**config.mk**
```make
export PLATFORM = sky130hd
export DESIGN_NAME = vtv_sqrt
export DESIGN_NICKNAME = d
export VERILOG_FILES = /design/src/vtv_pkg.sv /design/src/vtv_sqrt.sv
export SDC_FILE = /design/constraint.sdc
export NUM_CORES = 2
export LEC_CHECK = 0
export BUFFER_PORTS_ARGS = -buffer_cell sky130_fd_sc_hd__buf_2
export CELL_PAD_IN_SITES_DETAIL_PLACEMENT = 0
export CELL_PAD_IN_SITES_GLOBAL_PLACEMENT = 2
export CORE_AREA = 2 2 488 490
export DETAILED_ROUTE_END_ITERATION = 16
export DIE_AREA = 0 0 490 492
export PLACE_DENSITY = 0.75
export SLEW_MARGIN = 20
export SYNTH_ARGS = -nofsm -noshare
export SYNTH_HDL_FRONTEND = slang
export SYNTH_SLANG_ARGS = --single-unit
```
**constraint.sdc**
```tcl
create_clock -name i_clk -period 18.6 [get_ports i_clk]
set_input_delay 4.65 -clock i_clk [delete_from_list [all_inputs] [get_ports i_clk]]
set_output_delay 4.65 -clock i_clk [all_outputs]
set_load 0.01 [all_outputs]
```
**src/vtv_pkg.sv**
```systemverilog
// ----------------------------------------------------------------------------
// vtv_pkg: shared types and constants of the vertex transform block
// Request structs, configuration and mode codes, pipeline depths, saturation.
// ----------------------------------------------------------------------------
package vtv_pkg;

    localparam int DATA_W        = 32;
    localparam int CFG_W         = 14;
    localparam int COEF_N        = 32;
    localparam int NRM_BASE      = 16;
    localparam int MAT_LAT       = 2;
    localparam int SQRT_STAGES   = 16;
    localparam int DIV_STAGES    = 16;
    localparam int DIV_LAT       = DIV_STAGES + 2;

    localparam logic MODE_LOAD  = 1'b0;
    localparam logic MODE_XFORM = 1'b1;

    localparam logic CFG_WIDTH  = 1'b0;
    localparam logic CFG_HEIGHT = 1'b1;

    localparam logic signed [DATA_W-1:0] SAT_MAX = 32'sh7FFF_FFFF;
    localparam logic signed [DATA_W-1:0] SAT_MIN = 32'sh8000_0000;

    typedef struct packed {
        logic                     mode;
        logic [4:0]               coef_index;
        logic signed [DATA_W-1:0] coef_value;
        logic signed [DATA_W-1:0] pos_x;
        logic signed [DATA_W-1:0] pos_y;
        logic signed [DATA_W-1:0] pos_z;
        logic signed [DATA_W-1:0] pos_w;
        logic signed [DATA_W-1:0] nrm_x;
        logic signed [DATA_W-1:0] nrm_y;
        logic signed [DATA_W-1:0] nrm_z;
    } t_in_req;

    typedef struct packed {
        logic signed [DATA_W-1:0] ndc_x;
        logic signed [DATA_W-1:0] ndc_y;
        logic signed [DATA_W-1:0] ndc_z;
        logic signed [DATA_W-1:0] ndc_w;
        logic signed [DATA_W-1:0] screen_x;
        logic signed [DATA_W-1:0] screen_y;
        logic signed [DATA_W-1:0] out_nx;
        logic signed [DATA_W-1:0] out_ny;
        logic signed [DATA_W-1:0] out_nz;
    } t_out_req;

    function automatic logic signed [DATA_W-1:0] sat32(input logic signed [63:0] v);
        logic signed [DATA_W-1:0] res;
        if (!v[63] && (|v[62:31])) begin
            res = SAT_MAX;
        end else if (v[63] && !(&v[62:31])) begin
            res = SAT_MIN;
        end else begin
            res = v[31:0];
        end
        return res;
    endfunction

endpackage

```
**src/vtv_sqrt.sv**
```systemverilog
// ----------------------------------------------------------------------------
// vtv_sqrt: pipelined integer square root
// Floor square root of a 64-bit value, two result bits per stage.
// ----------------------------------------------------------------------------
module vtv_sqrt import vtv_pkg::*; (
    input  logic        i_clk,
    input  logic        i_en,
    input  logic [63:0] i_sq,
    output logic [31:0] o_root
);

    typedef struct packed {
        logic [33:0] rem;
        logic [31:0] root;
        logic [63:0] val;
    } t_sq_st;

    t_sq_st r_st [SQRT_STAGES];

    function automatic t_sq_st sq_step(input t_sq_st a);
        t_sq_st      b;
        logic [35:0] rs;
        logic [35:0] tr;
        rs = {a.rem, a.val[63:62]};
        tr = {2'b00, a.root, 2'b01};
        b.val = {a.val[61:0], 2'b00};
        if (rs >= tr) begin
            b.rem  = 34'(rs - tr);
            b.root = {a.root[30:0], 1'b1};
        end else begin
            b.rem  = rs[33:0];
            b.root = {a.root[30:0], 1'b0};
        end
        return b;
    endfunction

    t_sq_st w_init;
    assign w_init = '{rem: '0, root: '0, val: i_sq};

    always_ff @(posedge i_clk) begin
        if (i_en) begin
            r_st[0] <= sq_step(sq_step(w_init));
            for (int s = 1; s < SQRT_STAGES; s++) begin
                r_st[s] <= sq_step(sq_step(r_st[s-1]));
            end
        end
    end

    assign o_root = r_st[SQRT_STAGES-1].root;

endmodule

```
* After elaboration in Yosys (flattened, before gate mapping)
Memory sizes are Yosys's and may differ from the RTL's. Index checks and enable logic that the tools add are counted.
Operators by class: mux-type cells 66, $lt $le $gt $ge 32, add/sub/neg operators 32
Operators with widths (number):
- 66-bit 2-to-1 mux | 64
- 36-bit by 34-bit greater-or-equal comparator with 1-bit output | 31
- 34-bit subtractor | 31
- 2-bit by 1-bit subtractor with 3-bit output (second input constant) | 1
- 2-bit by 1-bit greater-or-equal comparator with 1-bit output (second input constant) | 1
- 1-bit 2-to-1 mux | 2
Word-level totals: input bits 66, RAM bits 2016, word-level logic and storage cells 131, memories kept 1, register bits after elaboration 0, output and inout bits 32
Memories:
- r_st | words 16, bits a word 126, read ports 16, clocked after memory_dff 0, wr ports 16, line vtv_sqrt.sv:18 | t_sq_st r_st [SQRT_STAGES];

* Logic depth before layout (Yosys ltp)
An unclocked memory read counts as a cell.
depth after elaboration 7, gate-level depth with buffers 31, depth with buffers taken out 29

* Least setup slack after synthesis
OpenSTA, ideal clock, no wires.
path type register -> register, start point memory r_st[1][562] (netlist bit), end point memory r_st[1][741] (netlist bit) (data pin), stages on the path, launching flop included 28, setup slack 12.440 ns, library setup time 0.262 ns, arrival 5.898 ns, required time 18.338 ns, clock period less this slack 6.160 ns, cells stage by stage edfxtp_1 > clkbuf_1 > inv_1 > ha_1 > nor2b_1 > o31a_1 > o31a_1 > o21ai_0 > a21boi_1 > or2_2 > clkbuf_1 > buf_1 > mux2_2 > ha_1 > a21o_1 > a21o_1 > a21oi_1 > a31oi_1 > a21o_1 > a21o_1 > a221o_1 > a41o_1 > nand2_1 > and3_1 > clkbuf_1 > inv_2 > buf_1 > mux2_1
RTL lines (line):
- start, declared | vtv_sqrt.sv:18

==> results.py <==
metrics = {
    "worst_setup_path": {
        "r2r_setup_slack_ns": 10.91,
        "cp_cell_sequence": "inv_1 -> ha_1 -> nand4_1 -> nor2_1 -> nand4_1 -> o311a_1 -> nand2_1 -> clkinv_1 -> o21ai_0 -> ha_1 -> a21oi_1 -> o21ai_0 -> a21oi_1 -> or3b_2 -> a311oi_1 -> o21ai_0 -> o311ai_0 -> nor4_1 -> and3_1 -> buf_4 -> clkinv_1 -> mux2_2",
        "crit_top_cell": "o21ai_0",
        "crit_family": "compound AO/OA/AOI/OAI gates",
        "arrival_ns": 8.27,
        "cp_slowest_cell": "clkinv_1",
        "cpPeakStageDelay_ns": 0.69,
        "cp.required_ns": 19.17,
        "crit_type": "register to register",
        "path_buf_inv": 4,
        "end_kind": "register",
        "worstSetupStartpointType": "register",
        "cp.depth": 22,
        "path_max_fanout": 28,
        "r2r_cells": 22,
    },
    "synth": {
        "synth_edf_count": 1239,
        "seq_area_frac_synth": 0.465,
        "syn-mean-instance-area_um2": 10.2,
        "synthFlopType": "edfxtp_1",
        "synth_cell_types": 107,
        "async_reset_ff_frac": 0,
        "synth_cells": 7855,
        "ys_seq_elements": 1239,
        "netlist_area_mm2": 0.0799,
        "yosysWarningCount": 0,
    },
    "die": {
        "die_area_mm2": 0.241,
        "die_width_um": 490,
        "coreArea_mm2": 0.236,
        "die_h_um": 492,
        "rows": 179,
        "io-pin-count": 98,
        "start_util": 0.338,
    },
    "detailed_routing": {
        "initialDrtViolationCount": 4223,
        "drc": 0,
        "wire_per_inst_um": 19.7,
        "vias_per_cell": 5.26,
        "totalWireLength_mm": 221,
        "vias": 59100,
        "first_pass_iters": 8,
        "ant_nets": 0,
    },
    "timing": {
        "skew_ns": 0.0686,
        "post-route-period-util": 0.414,
        "drv_slew": 0,
        "hold_viol_final": 0,
        "maxSlewHeadroom": 0.334,
        "finalSetupTns_ns": 0,
        "rsz0062_at_grt": "false",
        "holdWs_ns": 0.395,
        "finalSetupViolCount": 0,
        "fmax_mhz": 130,
        "period_minus_slack_ns": 7.69,
        "worst_pin_slew_ns": 0.999,
    },
    "clock_network": {
        "cts_hold_buf": 0,
        "cts_max_path_buffers": 3,
        "insertion_delay_ns": 0.84,
        "cts_root_buf": "clkbuf_16",
        "cts_tree": "built",
        "postCtsSetupBuffers": 0,
        "post_cts_resized": 0,
        "ctsHtreeMaxLevel": 4,
        "numCtsBuffers": 147,
        "clk_pin_slew_worst_paths_ns": 0.06,
        "clock-sinks": 1239,
    },
    "placement": {
        "port_buffers": 97,
        "place_congestion": 0.885,
        "hpwl_mm": 172,
    },
    "final_layout": {
        "layout-drive-gt1-share": 0.0744,
        "largest_reg_flops": 1239,
        "max_flop_register": "r_st",
        "top_regs": "r_st (1239)",
        "area_growth_syn_to_layout_pct": 11.4,
        "nNetsFinal": 8566,
    },
    "global_route": {
        "grt_max_degree": 161,
        "grt_antenna_before_repair": 8,
        "grt_pass1_vias": 56800,
        "gr-total-overflow": 0,
        "grt_usage": 0.178,
        "grt_pass1_wl_mm": 340,
    },
    "power": {
        "intPower_mw": 7.72,
        "power.density_mw_per_mm2": 142,
        "vdd_drop_max_mv": 0.119,
        "seq_power_share": 0.330,
        "clockPowerShare": 0.239,
        "p_sw_frac": 0.387,
        "p_leak_nw": 34.4,
        "p_switching_mw": 4.88,
        "combinationalPowerShare": 0.431,
    },
    "min_path": {
        "hold_class": "register to register",
        "min_path_cells": 0,
    },
    "status": {
        "status": "complete, no violations",
    },
    "run": {
        "drv_cap": 0,
    },
}
[cells in the final DEF (no fill, tap or decap), types with 32 or more instances in the layout]
cell type  synthesis  routed
edfxtp_1        1239    1239
nand2_1          655     655
a21oi_1          652     652
nor2_1           629     629
ha_1             558     558
xnor2_1          477     477
inv_1            469     469
o21ai_0          395     395
xor2_1           287     287
a21o_1           242     242
nor3_1           196     196
nand3_1          183     183
clkbuf_16          0     147
nand4_1          116     116
buf_2             22      96
or3_1             94      94
nand2b_1          94      94
nor4_1            90      89
nor2b_1           88      88
mux2_2            83      83
o21a_1            76      76
and3_1            72      72
a31oi_1           72      72
o31ai_1           70      70
or2_2             66      66
o21bai_1          59      59
and2_1            54      54
buf_4             32      43
a211oi_1          41      41
or4_1             32      32
clkinv_1           7      32
[metal layers]
metal	routed length [um]	track usage	up-vias
met5	13	0	-
met4	5070	0.0461	2
met3	8390	0.0209	252
met2	101000	0.286	1242
met1	107000	0.254	28300
li1	-	-	29300
[power by group through the flow]
stage | Sequential, mW | Clock, mW | Combinational, mW
2_1_floorplan | 3.97 | 0 | 4.10
3_3_place_gp | 4.20 | 0 | 5.39
3_5_place_dp | 4.20 | 0 | 5.37
4_1_cts | 4.15 | 3.11 | 5.42
5_1_grt | 4.20 | 3.21 | 6.05
6_report | 4.15 | 3.01 | 5.44
[final timing paths]
path	startpoint	endpoint
worst max register to register	r_st[1][76]	r_st[1][221]
worst min register to register	r_st[1][54]	r_st[1][184]
worst max-delay path	r_st[1][76]	r_st[1][221]
worst min-delay path	r_st[1][54]	r_st[1][184]
[through the flow]
step / area (um^2) / cells / setup slack, ns / power (mW) / util
2_1_floorplan: 79900 / 7857 / 12.44 / 8.07 / -
3_3_place_gp: 83800 / 11000 / 10.08 / 9.60 / 0.355
3_5_place_dp: 83800 / 11000 / 9.97 / 9.58 / 0.355
4_1_cts: 89000 / 11200 / 10.83 / 12.7 / 0.377
5_1_grt: 89000 / 11200 / 10.28 / 13.5 / 0.377
6_report: 89000 / 11200 / 10.91 / 12.6 / 0.377
[worst reg2reg max path, stage by stage, from the launching register on]
cell	delay, ns
edfxtp_1	0.42
inv_1	0.12
ha_1	0.45
nand4_1	0.20
nor2_1	0.23
nand4_1	0.19
o311a_1	0.43
nand2_1	0.13
clkinv_1	0.63
o21ai_0	0.53
ha_1	0.37
a21oi_1	0.24
o21ai_0	0.13
a21oi_1	0.17
or3b_2	0.14
a311oi_1	0.08
o21ai_0	0.26
o311ai_0	0.36
nor4_1	0.59
and3_1	0.24
buf_4	0.27
clkinv_1	0.70
mux2_2	0.54
[cell families after synthesis]
kind of cell,count (synthesis),share of synthesized area
AO/OA/AOI/OAI,1950,0.155
adder cells (fa/ha/maj),558,0.0873
buffers and inverters,691,0.0346
AND/OR/NAND/NOR,2530,0.158
other,1,0.0000469
flip-flops,1239,0.465
multiplexers,122,0.0167
XOR/XNOR,764,0.0837
[final cells by class]
type / instances / area (um^2)
Fill cell: 23300 / 147000
Multi-Input combinational cell: 5927 / 40000
Sequential cell: 1239 / 37200
Tap cell: 3167 / 3960
Clock buffer: 163 / 3740
Inverter: 484 / 1820
Clock inverter: 110 / 1390
Timing Repair Buffer: 143 / 891
Antenna cell: 2 / 5.00
[synth_stat cells, types with 24 or more instances]
master,instances,area [um^2]
or3_1,94,588
o21bai_1,59,443
edfxtp_1,1239,37200
ha_1,558,6980
clkbuf_1,125,469
a21boi_0,27,203
and4_1,24,210
buf_1,25,93.8
nand4_1,116,726
o21a_1,76,571
xor2_1,287,2510
a21o_1,242,1820
nor4_1,90,563
buf_4,32,240
nor2_1,629,2360
or4_1,32,240
nand2b_1,94,588
a211oi_1,41,308
or2_2,66,413
and2_1,54,338
nor3b_1,28,210
o31ai_1,70,526
and3_1,72,450
nand2_1,655,2460
a21oi_1,652,3260
mux2_2,83,935
nand3_1,183,916
mux2i_1,30,300
inv_1,469,1760
nor3_1,196,981
xnor2_1,477,4180
nor2b_1,88,551
a31oi_1,72,450
o21ai_0,395,1980
o211ai_1,30,225
Power figures use the tool's default switching activity.
